<file path="config.mk">
export PLATFORM = sky130hd
export DESIGN_NAME = tccs_ctrl
export DESIGN_NICKNAME = d
export VERILOG_FILES = /design/src/hw/rtl/tccs_pkg.sv /design/src/hw/rtl/tccs_ctrl.sv
export SDC_FILE = /design/constraint.sdc
export NUM_CORES = 1
export LEC_CHECK = 0
export ABC_CLOCK_PERIOD_IN_PS = 1200
export BUFFER_PORTS_ARGS = -buffer_cell sky130_fd_sc_hd__buf_2
export CAP_MARGIN = 0
export CORE_AREA = 3 3 40 42
export DETAILED_ROUTE_END_ITERATION = 10
export DIE_AREA = 0 0 43 45
export HOLD_SLACK_MARGIN = 0.08
export PLACE_DENSITY_LB_ADDON = 0.08
export SETUP_SLACK_MARGIN = 0.02
export SLEW_MARGIN = 5
export SYNTH_ARGS = -nofsm -noshare
export SYNTH_HDL_FRONTEND = slang
export SYNTH_SLANG_ARGS = --single-unit
</file>
<file path="constraint.sdc">
create_clock -name clk -period 1.2 [get_ports clk]
set_clock_uncertainty 0.05 [all_clocks]
set_input_delay 0.12 -clock clk [delete_from_list [all_inputs] [get_ports clk]]
set_output_delay 0.12 -clock clk [all_outputs]
set_load 0.03 [all_outputs]
</file>
<file path="src/hw/rtl/tccs_pkg.sv">
package tccs_pkg;

	// Field widths of the item and result transactions.
	localparam int OP_W       = 2;
	localparam int CODE_W     = 8;
	localparam int CELL_IDX_W = 12;
	localparam int POS_W      = 12;
	localparam int ATTR_W     = 8;
	localparam int DATA_W     = ATTR_W + CODE_W;

	// Default screen geometry.
	localparam int DEF_COLUMNS = 80;
	localparam int DEF_ROWS    = 35;

	// Operation codes.
	localparam logic [OP_W-1:0] OP_PUT   = 2'd0;
	localparam logic [OP_W-1:0] OP_CLEAR = 2'd1;
	localparam logic [OP_W-1:0] OP_READ  = 2'd2;

	// Character codes and the attribute after reset.
	localparam logic [CODE_W-1:0] NEWLINE_CODE = 8'h0A;
	localparam logic [CODE_W-1:0] BLANK_CODE   = 8'h20;
	localparam logic [ATTR_W-1:0] ATTR_RESET   = 8'h0F;

	typedef struct packed {
		logic [OP_W-1:0]       op;
		logic [CODE_W-1:0]     char_code;
		logic [CELL_IDX_W-1:0] cell_index;
	} in_item_t;

	typedef struct packed {
		logic [POS_W-1:0]  cursor_pos;
		logic [DATA_W-1:0] cell_data;
	} out_item_t;

	// Commands from the controller to the datapath.
	typedef struct packed {
		logic load;         // capture the incoming item
		logic put;          // store a character and move the cursor
		logic rd_item;      // read the cell that the item addresses
		logic home;         // move the cursor to the top left cell
		logic sweep_start;  // restart the sweep counter at cell zero
		logic copy;         // move one cell up by one row
		logic blank;        // blank the cell at the sweep counter
		logic post;         // load the result register
	} cmd_t;

	// Status from the datapath to the controller.
	typedef struct packed {
		logic [OP_W-1:0] op;
		logic            scroll;     // the cursor move runs off the last row
		logic            idx_ok;     // the read address lies on the screen
		logic            copy_last;  // sweep counter at the last cell to copy
		logic            cell_last;  // sweep counter at the last cell
		logic            out_free;   // the result register can take a result
	} status_t;

endpackage

</file>
<file path="src/hw/rtl/tccs_ctrl.sv">
module tccs_ctrl (
	input  logic              clk,
	input  logic              arst_n,
	input  logic              in_valid,
	output logic              in_stall,
	input  tccs_pkg::status_t status,
	output tccs_pkg::cmd_t    cmd
);
	import tccs_pkg::*;

	typedef enum logic [2:0] {
		ST_IDLE,
		ST_DISPATCH,
		ST_COPY,
		ST_BLANK,
		ST_CLEAR,
		ST_POST
	} state_t;

	state_t state_q;
	state_t state_nx;
	logic   in_stall_q;

	always_comb begin
		cmd      = '0;
		state_nx = state_q;
		case (state_q)
			ST_IDLE: begin
				if (in_valid) begin
					cmd.load = 1'b1;
					state_nx = ST_DISPATCH;
				end
			end
			ST_DISPATCH: begin
				case (status.op)
					OP_PUT: begin
						cmd.put = 1'b1;
						if (status.scroll) begin
							cmd.sweep_start = 1'b1;
							state_nx        = ST_COPY;
						end else begin
							state_nx = ST_POST;
						end
					end
					OP_CLEAR: begin
						cmd.home        = 1'b1;
						cmd.sweep_start = 1'b1;
						state_nx        = ST_CLEAR;
					end
					OP_READ: begin
						cmd.rd_item = status.idx_ok;
						state_nx    = ST_POST;
					end
					default: begin
						state_nx = ST_POST;
					end
				endcase
			end
			ST_COPY: begin
				cmd.copy = 1'b1;
				if (status.copy_last) begin
					state_nx = ST_BLANK;
				end
			end
			ST_BLANK, ST_CLEAR: begin
				cmd.blank = 1'b1;
				if (status.cell_last) begin
					state_nx = ST_POST;
				end
			end
			ST_POST: begin
				if (status.out_free) begin
					cmd.post = 1'b1;
					state_nx = ST_IDLE;
				end
			end
			default: begin
				state_nx = ST_IDLE;
			end
		endcase
	end

	always_ff @(posedge clk or negedge arst_n) begin
		if (!arst_n) begin
			state_q    <= ST_IDLE;
			in_stall_q <= 1'b0;
		end else begin
			state_q    <= state_nx;
			in_stall_q <= (state_nx != ST_IDLE);
		end
	end

	assign in_stall = in_stall_q;

endmodule

</file>
==> results of run 1 <==
-- final cells by class --
| type | count | area [sq um] | area share [%] |
|---|---|---|---|
| timing repair buffer | 33 | 281.5 | 37.01 |
| tap | 15 | 18.77 | 2.467 |
| clock buffer | 3 | 22.52 | 2.961 |
| inverter | 1 | 3.754 | 0.4934 |
| multi-input combinational | 33 | 334.1 | 43.91 |
| sequential | 4 | 100.1 | 13.16 |
-- worst min-delay path by stage --
stage                     slack, ns      from        to
after detailed placement      -0.12    arst_n  in_stall
after global routing           0.14  in_valid  in_stall
after CTS                      0.13  in_valid  in_stall
after global placement        -0.12    arst_n  in_stall
after floorplan               -0.23    arst_n  in_stall
final                          0.13  in_valid  in_stall
-- critical path: cells and delay by family (launching register included) --
family / cells / cell delay (ns)
buffers and inverters: 1 / 0.13
flip-flops: 1 / 0.37
AND/OR/NAND/NOR: 3 / 0.64
-- per-layer routing --
layer,part of all wire (%),up-vias
li1,-,216
met1,41,194
met2,51,16
met3,6.9,2
met4,1.4,0
met5,0,-
-- cell families after synthesis --
kind of cell           Yosys count
AO/OA/AOI/OAI                    9
multiplexers                     1
buffers and inverters            4
AND/OR/NAND/NOR                 23
flip-flops                       4
-- power by group through the flow --
stage,combinational (mW),sequential (mW),clock (mW)
2_1_floorplan,0.579,0.261,0
3_3_place_gp,0.871,0.227,0
3_5_place_dp,0.866,0.226,0
4_1_cts,1.08,0.227,0.169
5_1_grt,1.38,0.239,0.192
6_report,1.29,0.230,0.160
-- stage by stage --
stage / TNS, ns / util, % / area (sq um) / instances
floorplan: -0.3137 / - / 395.4 / 41
global placement: -0.5996 / 41.58 / 534.3 / 77
detailed placement: -0.5783 / 41.58 / 534.3 / 77
CTS: -2.469 / 53.46 / 686.9 / 87
global route: -3.108 / 59.20 / 760.7 / 89
finish: -2.450 / 59.20 / 760.7 / 89
-- sequential cells by signal, indices dropped and copies added (netlist names) --
| signal | cells |
|---|---|
| state_q | 3 |
| in_stall | 1 |
-- placed cells by master (no fill, tap or decap) --
cell            n
inv_1           1
dfrtp_1         4
buf_6          13
and3_4          1
buf_8           1
nor4b_2         1
a32oi_1         1
and2_4          1
buf_4           8
nand3_1         1
clkbuf_4        3
nor3b_4         1
o21ai_2         3
nand2b_4        2
o22a_1          1
o41a_1          1
nand3b_1        2
or2_2           1
o22ai_1         1
dlygate4sd3_1   1
nand2_2         1
nor2_1          2
nor2b_4         2
o22ai_4         1
buf_2          10
nor3_2          1
nand2_1         1
nand2b_1        1
nor2_4          3
mux2i_1         1
a21oi_1         1
nor4b_4         1
or3_4           1
-- timing repair --
| action | in CTS | in global routing |
|---|---|---|
| gates cloned | 0 | 0 |
| pin swaps | 10 | 5 |
| hold buffers | 1 | 0 |
| gates resized for setup | 22 | 18 |
| endpoints found under the setup margin | 12 | 12 |
| endpoints found under the hold margin | 4 | 0 |
| buffers inserted | 6 | 4 |
==> impl_metrics.csv, run 1 <==
group,metric,value,unit
status,status,"finished, violations left",
status,violations,"setup timing",
place,gp_congestion,0.6943,
cells_and_area,layout.nets,86,
global_route,grt.met2_usage,19.16,%
power_and_ir_drop,power.density,2208,nW/um^2
clock_tree,htreeDepth,1,
worst_setup_path,rr_startpoint,"state_q[1]",
cells_and_area,area_delta_synth_final,125.2,%
routing,first_iter_violations,9,
synth,yosysTopAreaCell,"dfrtp_1",
global_route,grt_max_degree,14,
synth,synth.area.top_cells,"dfrtp_1, nor2_1, nor4b_1, buf_2, nand3b_1",
clock_tree,cts_tree,"done",
synth,netlist_area,337.8,sq um
synth,synth.most_common_cell,"nor2_1",
synth,synth_top_family_by_area,"simple AND/OR/NAND/NOR gates",
routing,vias,428,
job,maxCapViolCount,0,
synth,yosys.area_share.simple,43.70,%
worst_setup_path,rrSetupSlack,-0.11,ns
synth,synth_enable_flop_cells,0,
worst_setup_path,worstPathCellList,"nand2b_4 -> or3_4 -> nor2_4 -> buf_6",
routing,drt_pass1_iterations,4,
worst_setup_path,regToRegEndpoint,"state_q[2]",
floorplanning,dieArea,1935,sq um
worst_setup_path,worstSetupEndpoint,"cmd[4]",
worst_setup_path,critPathSlowestCell,"or3_4",
global_route,grt_use_met1,13.73,%
synth,ys.flop_type,"dfrtp_1",
global_route,use_met3,4.382,%
sta,fin_ws,-0.3374,ns
global_route,antenna_found_initial,0,
global_route,grt_usage,11.89,%
worst_setup_path,crit_path_max_fanout,3,
floorplanning,start_util,26.29,%
routing,drc,0,
floorplanning,die_w,43,um
worst_setup_path,required,1.03,ns
synth,synth-compound-area-share,18.15,%
synth,synth_area_per_cell,8.240,sq um
synth,yosys-top-cells-count,"nor2_1, dfrtp_1, buf_2",
worst_setup_path,worst-setup-path-type,"flop to primary output",
power_and_ir_drop,leakage,0.3396,nW
power_and_ir_drop,p_sw,0.7081,mW
hold_path,hold_path.class,"input pin to flop",
sta,setup_viol,11,
floorplanning,ioPinCount,19,
power_and_ir_drop,combPwrFrac,76.8,%
cells_and_area,num_antenna_cells,0,
clock_tree,numCtsBuffers,3,
worst_setup_path,start_kind,"flop",
power_and_ir_drop,p_total,1.679,mW
clock_tree,cts.sink_count,4,
place,place_hpwl,759.5,um
sta,drv_slew,0,
synth,synth_cell_types,26,
worst_setup_path,worstSetupEndpointType,"primary output",
synth,synthAdderAreaFrac,0,%
worst_setup_path,arrival,1.37,ns
synth,synth_warnings,0,
global_route,grt_pass1_wl,1.704,mm
worst_setup_path,ff2ff_path_depth,5,
cells_and_area,nFillCells,115,
routing,viasPerCell,4.809,
synth,synthArstFlopShare,100.0,%
power_and_ir_drop,ir_drop,1.118,mV
synth,ys_seq_area_share,29.63,%
sta,rsz0062_at_grt,"true",
floorplanning,die-height,45,um
routing,wirelength,1.102,mm
synth,synth_xor_area_share,0,%
sta,period_minus_slack,1.537,ns
clock_tree,clk_pin_slew,0.04,ns
synth,synth.top_cell.area_share,29.63,%
synth,synth_cells,41,
routing,route.antenna.remaining_nets,0,
synth,synth-seq-cells,4,
clock_tree,clk_path_buf_depth,2,
global_route,top_usage_layer,"met2",
clock_tree,clock_latency,0.23,ns
sta,hold_viol,0,
worst_setup_path,cpPeakStageDelay,0.38,ns
sta,timing.final.crit_share,128.1,%
sta,maxSlewHeadroom,88.31,%
clock_tree,cts-root-buf,"clkbuf_4",
place,io_buffers,18,
sta,fmax,650.5,MHz
sta,tightest_slew,0.1705,ns
cells_and_area,drive_gt1_share,74.32,%
global_route,grt_overflow_total,0,
routing,wire_per_inst,12.38,um
floorplanning,core_area,1285,sq um
synth,synth_mux_area_share,2.963,%
power_and_ir_drop,sw_frac_of_total,42.17,%
worst_setup_path,crit_start,"state_q[1]",
floorplanning,std_cell_rows,13,
power_and_ir_drop,p_int,0.9712,mW
hold_path,hold_depth,2,
place,pre_cts_ws,-0.1463,ns
synth,synth_fp_nets,51,
power_and_ir_drop,pwr-share-clk,9.5,%
global_route,grt_pass1_vias,408,
power_and_ir_drop,seqPwrFrac,13.7,%
sta,whs,0.1321,ns
(Power assumes the default switching activity.)
==> run 2: changes to the inputs <==
- CELL_PAD_IN_SITES_DETAIL_PLACEMENT: default -> 0
- CELL_PAD_IN_SITES_GLOBAL_PLACEMENT: default -> 2
- CORE_AREA: 3 3 40 42 -> default
- CORE_MARGIN: default -> 3
- CORE_UTILIZATION: default -> 19
- DIE_AREA: 0 0 43 45 -> default
==> run 2 against run 1 <==
- the run still ends with setup timing left
- setup slack improved by 0.0073 ns
- critical path depth is the same
- total power fell by 8.3%
- sequential share of layout area is 0.83 points higher
- die area is 20% higher
- non-clock buffer count decreased by 2
- register-to-register slack barely moved
- first-iteration DRC count is 56% lower
- fmax rose by 0.47%
- global-route usage is 1.4 points lower
- critical path type unchanged
- critical endpoint is now cmd[3]
- highest routed layer is now met3
==> impl_metrics.csv, run 2 (same netlist as run 1, synthesis figures left out) <==
group,metric,value,unit
place,io_buffers,18,
global_route,antenna_found_initial,0,
sta,drv_slew,0,
cells_and_area,num_antenna_cells,0,
routing,route.antenna.remaining_nets,0,
routing,drc,0,
routing,viasPerCell,4.313,
global_route,grt_pass1_wl,1.676,mm
power_and_ir_drop,sw_frac_of_total,42.12,%
global_route,grt_pass1_vias,405,
sta,timing.final.crit_share,127.5,%
power_and_ir_drop,ir_drop,1.198,mV
cells_and_area,largest_reg_flops,3,
sta,tightest_slew,0.1986,ns
floorplanning,start_util,21.19,%
clock_tree,clk_pin_slew,0.04,ns
sta,rsz0062_at_grt,"true",
floorplanning,ioPinCount,19,
clock_tree,cts_tree,"done",
worst_setup_path,rrSetupSlack,-0.12,ns
clock_tree,clk_path_buf_depth,2,
cells_and_area,largest-register,"state_q",
power_and_ir_drop,power.density,2152,nW/um^2
floorplanning,die-height,48.17,um
power_and_ir_drop,leakage,0.3211,nW
place,place_hpwl,815.8,um
clock_tree,htreeDepth,1,
sta,maxSlewHeadroom,86.70,%
floorplanning,dieArea,2320,sq um
status,status,"finished, violations left",
clock_tree,clock_latency,0.23,ns
worst_setup_path,required,1.03,ns
power_and_ir_drop,combPwrFrac,74.8,%
sta,fmax,653.5,MHz
floorplanning,die_w,48.17,um
power_and_ir_drop,p_sw,0.6488,mW
cells_and_area,final_common_cell,"buf_4",
sta,fin_ws,-0.3301,ns
global_route,grt_usage,10.44,%
sta,period_minus_slack,1.530,ns
place,placed_area,545.5,sq um
routing,first_iter_violations,4,
worst_setup_path,rr_startpoint,"state_q[1]",
cells_and_area,drive_gt1_share,65.28,%
power_and_ir_drop,pwr-share-clk,10.3,%
clock_tree,cts-root-buf,"clkbuf_4",
global_route,grt_overflow_total,0,
worst_setup_path,crit_start,"state_q[1]",
cells_and_area,layout_common_cells,"buf_4, buf_2, buf_6, dfrtp_1",
worst_setup_path,arrival,1.36,ns
cells_and_area,layout.nets,84,
routing,wire_per_inst,10.68,um
sta,whs,0.1317,ns
hold_path,hold_path.class,"input pin to flop",
place,gp_congestion,0.7366,
worst_setup_path,start_kind,"flop",
routing,drt_pass1_iterations,4,
hold_path,hold_depth,2,
floorplanning,std_cell_rows,14,
status,violations,"setup timing",
global_route,grt_max_degree,14,
worst_setup_path,worstSetupEndpointType,"primary output",
clock_tree,numCtsBuffers,3,
worst_setup_path,ff2ff_path_depth,6,
clock_tree,cts.sink_count,4,
floorplanning,core_area,1594,sq um
sta,hold_viol,0,
cells_and_area,design_area,715.7,sq um
worst_setup_path,worst-setup-path-type,"flop to primary output",
power_and_ir_drop,seqPwrFrac,14.9,%
routing,wirelength,1.025,mm
hold_path,hp-start,"in_valid",
worst_setup_path,crit_path_max_fanout,3,
cells_and_area,area_delta_synth_final,111.9,%
sta,setup_viol,11,
routing,vias,414,
power_and_ir_drop,p_int,0.8915,mW
job,maxCapViolCount,0,
-- run 2: changes by cell type in the layout (fill, tap and decap cells not counted), sizes merged --
cell | previous run | this run
buf | 32 | 30
-- run 2: cell type report --
type	instances	area (sq um)
multi-input combinational	33	311.5
timing repair buffer	31	247.7
clock buffer	3	22.52
sequential	4	100.1
tap	24	30.03
fill	162	878.3
inverter	1	3.754
-- run 2: path summary, 6_finish.rpt --
kind | to
max reg2reg | state_q[0]
max | cmd[3]
min in group asynchronous | state_q[1]
min | in_stall
min reg2reg | state_q[1]
max in group asynchronous | in_stall
-- run 2: metrics by stage --
stage,setup TNS [ns],setup slack (ns),total power [mW],util (%),instances
after floorplan,-0.3137,-0.09327,0.8400,-,41
after global placement,-0.5983,-0.1291,1.115,34.22,86
after detailed placement,-0.7347,-0.1510,1.127,34.22,86
after CTS,-2.670,-0.3516,1.487,44.03,95
after global routing,-3.115,-0.3916,1.674,44.90,96
final,-2.346,-0.3301,1.540,44.90,96
-- run 2: power by group through the flow --
stage / Sequential [mW] / Combinational (mW) / Clock (mW)
floorplan: 0.261 / 0.579 / 0
global placement: 0.223 / 0.892 / 0
detailed placement: 0.226 / 0.901 / 0
CTS: 0.230 / 1.09 / 0.166
global route: 0.234 / 1.25 / 0.187
finish: 0.230 / 1.15 / 0.158
-- run 2: metal layers --
metal | vias to the layer above | GRT usage, % | part of all wire (%)
met3 | 0 | 3.321 | 6.4
met5 | - | 0 | 0
met2 | 14 | 17.19 | 50
met4 | 0 | 3.226 | 0
met1 | 189 | 12.89 | 43
li1 | 211 | - | -
-- run 2: timing repair --
action	in CTS	in global routing
hold buffers	1	0
pin swaps	7	2
buffers inserted	5	2
endpoints found under the setup margin	11	12
hold endpoints to repair	4	0
gates resized for setup	23	3
-- run 2: critical path, cell delays in order, from the launching register on --
cell      delay (ns)
dfrtp_1         0.36
nand2b_4        0.14
or3_4           0.38
nor2b_4         0.13
buf_6           0.13
==> run 3: changes to the inputs <==
- ABC_CLOCK_PERIOD_IN_PS: 1200 -> 1400
- CELL_PAD_IN_SITES_GLOBAL_PLACEMENT: 2 -> 1
- CORE_UTILIZATION: 19 -> 24
- CTS_CLUSTER_DIAMETER: default -> 120
- clock period: 1.2 -> 1.4 ns (I/O delays scaled with it)
==> run 3 against run 2 <==
- the run still ends with setup timing left
- combinational power decreased by 35%
- via count down 7.0%
- first-iteration DRC count rose by 25%
- hold slack worse by 0.023 ns
- count of clock-buffer cells in the layout stayed put
- sequential power is 13% lower
- register-to-register slack better by 0.28 ns
- critical path depth unchanged
- wire length rose by 5.9%
- largest cell class unchanged
- largest power group unchanged
- highest routed layer unchanged
==> impl_metrics.csv, run 3 (same netlist as run 1, synthesis figures left out) <==
group,metric,value,unit
status,status,"finished, violations left",
status,violations,"setup timing",
global_route,grt_overflow_total,0,
cells_and_area,layout_common_cells,"buf_2, buf_4, dfrtp_1",
clock_tree,clock_latency,0.24,ns
power_and_ir_drop,leakage,0.2513,nW
clock_tree,cts_tree,"done",
clock_tree,clk_pin_slew,0.04,ns
worst_setup_path,critPathSlowestCell,"dfrtp_1",
cells_and_area,largest-register,"state_q",
place,placed_area,474.2,sq um
routing,drt_pass1_iterations,2,
place,gp_congestion,0.7964,
routing,drc,0,
clock_tree,clk_path_buf_depth,2,
floorplanning,die_w,43.52,um
routing,route.antenna.remaining_nets,0,
place,pre_cts_ws,0.05621,ns
job,maxCapViolCount,0,
cells_and_area,final_cells,77,
cells_and_area,design_area,564.3,sq um
worst_setup_path,worst-path-buf-inv,1,
routing,vias,385,
hold_path,hold_depth,2,
clock_tree,cts.sink_count,4,
cells_and_area,utilization,46.40,%
clock_tree,numCtsBuffers,3,
worst_setup_path,worst-setup-path-type,"flop to primary output",
sta,tns,-0.6701,ns
routing,wire_per_inst,14.09,um
cells_and_area,largest_reg_flops,3,
cells_and_area,num_antenna_cells,0,
global_route,grt_max_degree,14,
routing,viasPerCell,5.000,
floorplanning,die-height,43.52,um
floorplanning,std_cell_rows,12,
cells_and_area,area_delta_synth_final,67.04,%
clock_tree,cts-root-buf,"clkbuf_4",
hold_path,hold_path.class,"input pin to flop",
global_route,grt_pass1_wl,1.711,mm
cells_and_area,drive_gt1_share,55.56,%
sta,maxSlewHeadroom,79.11,%
worst_setup_path,required,1.21,ns
global_route,grt_pass1_vias,405,
sta,rsz0062_at_grt,"true",
floorplanning,core_area,1216,sq um
power_and_ir_drop,ir_drop,1.140,mV
sta,fin_ws,-0.1569,ns
sta,drv_slew,0,
clock_tree,htreeDepth,1,
worst_setup_path,ff2ff_path_depth,3,
worst_setup_path,worstSetupEndpointType,"primary output",
clock_tree,postCtsSetupBuffers,0,
sta,fmax,642.3,MHz
cells_and_area,nFillCells,124,
worst_setup_path,arrival,1.37,ns
sta,timing.final.crit_share,111.2,%
worst_setup_path,crit_cells,4,
worst_setup_path,worstPathCellList,"nand2b_4 -> or3_4 -> nor2b_2 -> buf_6",
routing,wirelength,1.085,mm
power_and_ir_drop,power.density,1940,nW/um^2
worst_setup_path,crit_path_max_fanout,3,
place,place_hpwl,793.6,um
sta,period_minus_slack,1.557,ns
worst_setup_path,start_kind,"flop",
cells_and_area,layout.nets,75,
routing,first_iter_violations,5,
global_route,grt_usage,11.77,%
worst_setup_path,cpPeakStageDelay,0.37,ns
power_and_ir_drop,p_total,1.095,mW
sta,tightest_slew,0.3090,ns
sta,setup_viol,6,
place,io_buffers,18,
floorplanning,ioPinCount,19,
sta,hold_viol,0,
worst_setup_path,path_delay_family,"simple AND/OR/NAND/NOR gates",
global_route,antenna_found_initial,0,
floorplanning,start_util,27.78,%
cells_and_area,final_common_cell,"buf_2",
place,dp.cells,73,
floorplanning,dieArea,1894,sq um
sta,whs,0.1088,ns
[run 3: final timing paths]
check	from	to	slack, ns
max	state_q[1]	cmd[3]	-0.16
min	in_valid	in_stall	0.11
max reg2reg	state_q[1]	state_q[2]	0.16
min reg2reg	state_q[2]	state_q[1]	0.59
max in group asynchronous	arst_n	state_q[1]	0.99
min in group asynchronous	arst_n	state_q[0]	0.19
[run 3: power by group]
part / total [mW] / internal [mW] / switching [mW]
Sequential: 0.201 / 0.163 / 0.0381
Clock: 0.151 / 0.0964 / 0.0542
Combinational: 0.743 / 0.328 / 0.415
Total: 1.09 / 0.588 / 0.507
[run 3: timing repair]
action                                  in CTS  in global routing
endpoints found under the hold margin        4                  0
hold buffers                                 1                  0
gates resized for setup                     13                  3
endpoints found under the setup margin       7                  8
[run 3: worst register-to-register path: stages (launching register included)]
cell	delay, ns
dfrtp_1	0.37
buf_4	0.19
nor4b_1	0.35
o22ai_1	0.15
[run 3: final cells by class]
type                            count  area, sq um  share of cell area (%)
Clock buffer                        3        22.52                   3.991
Inverter                            1        3.754                  0.6652
Multi-Input combinational cell     33        259.0                   45.90
Sequential cell                     4        100.1                   17.74
Tap cell                           14        17.52                   3.104
Timing Repair Buffer               22        161.4                   28.60
[run 3: layer usage]
metal	part of all wire (%)	global-route usage (%)	up-vias	routed length, um
li1	-	-	191	-
met1	43	13.73	176	464
met2	49	20.06	18	537
met3	7.6	4.149	0	83
met4	0	3.614	0	0
met5	0	0	-	0
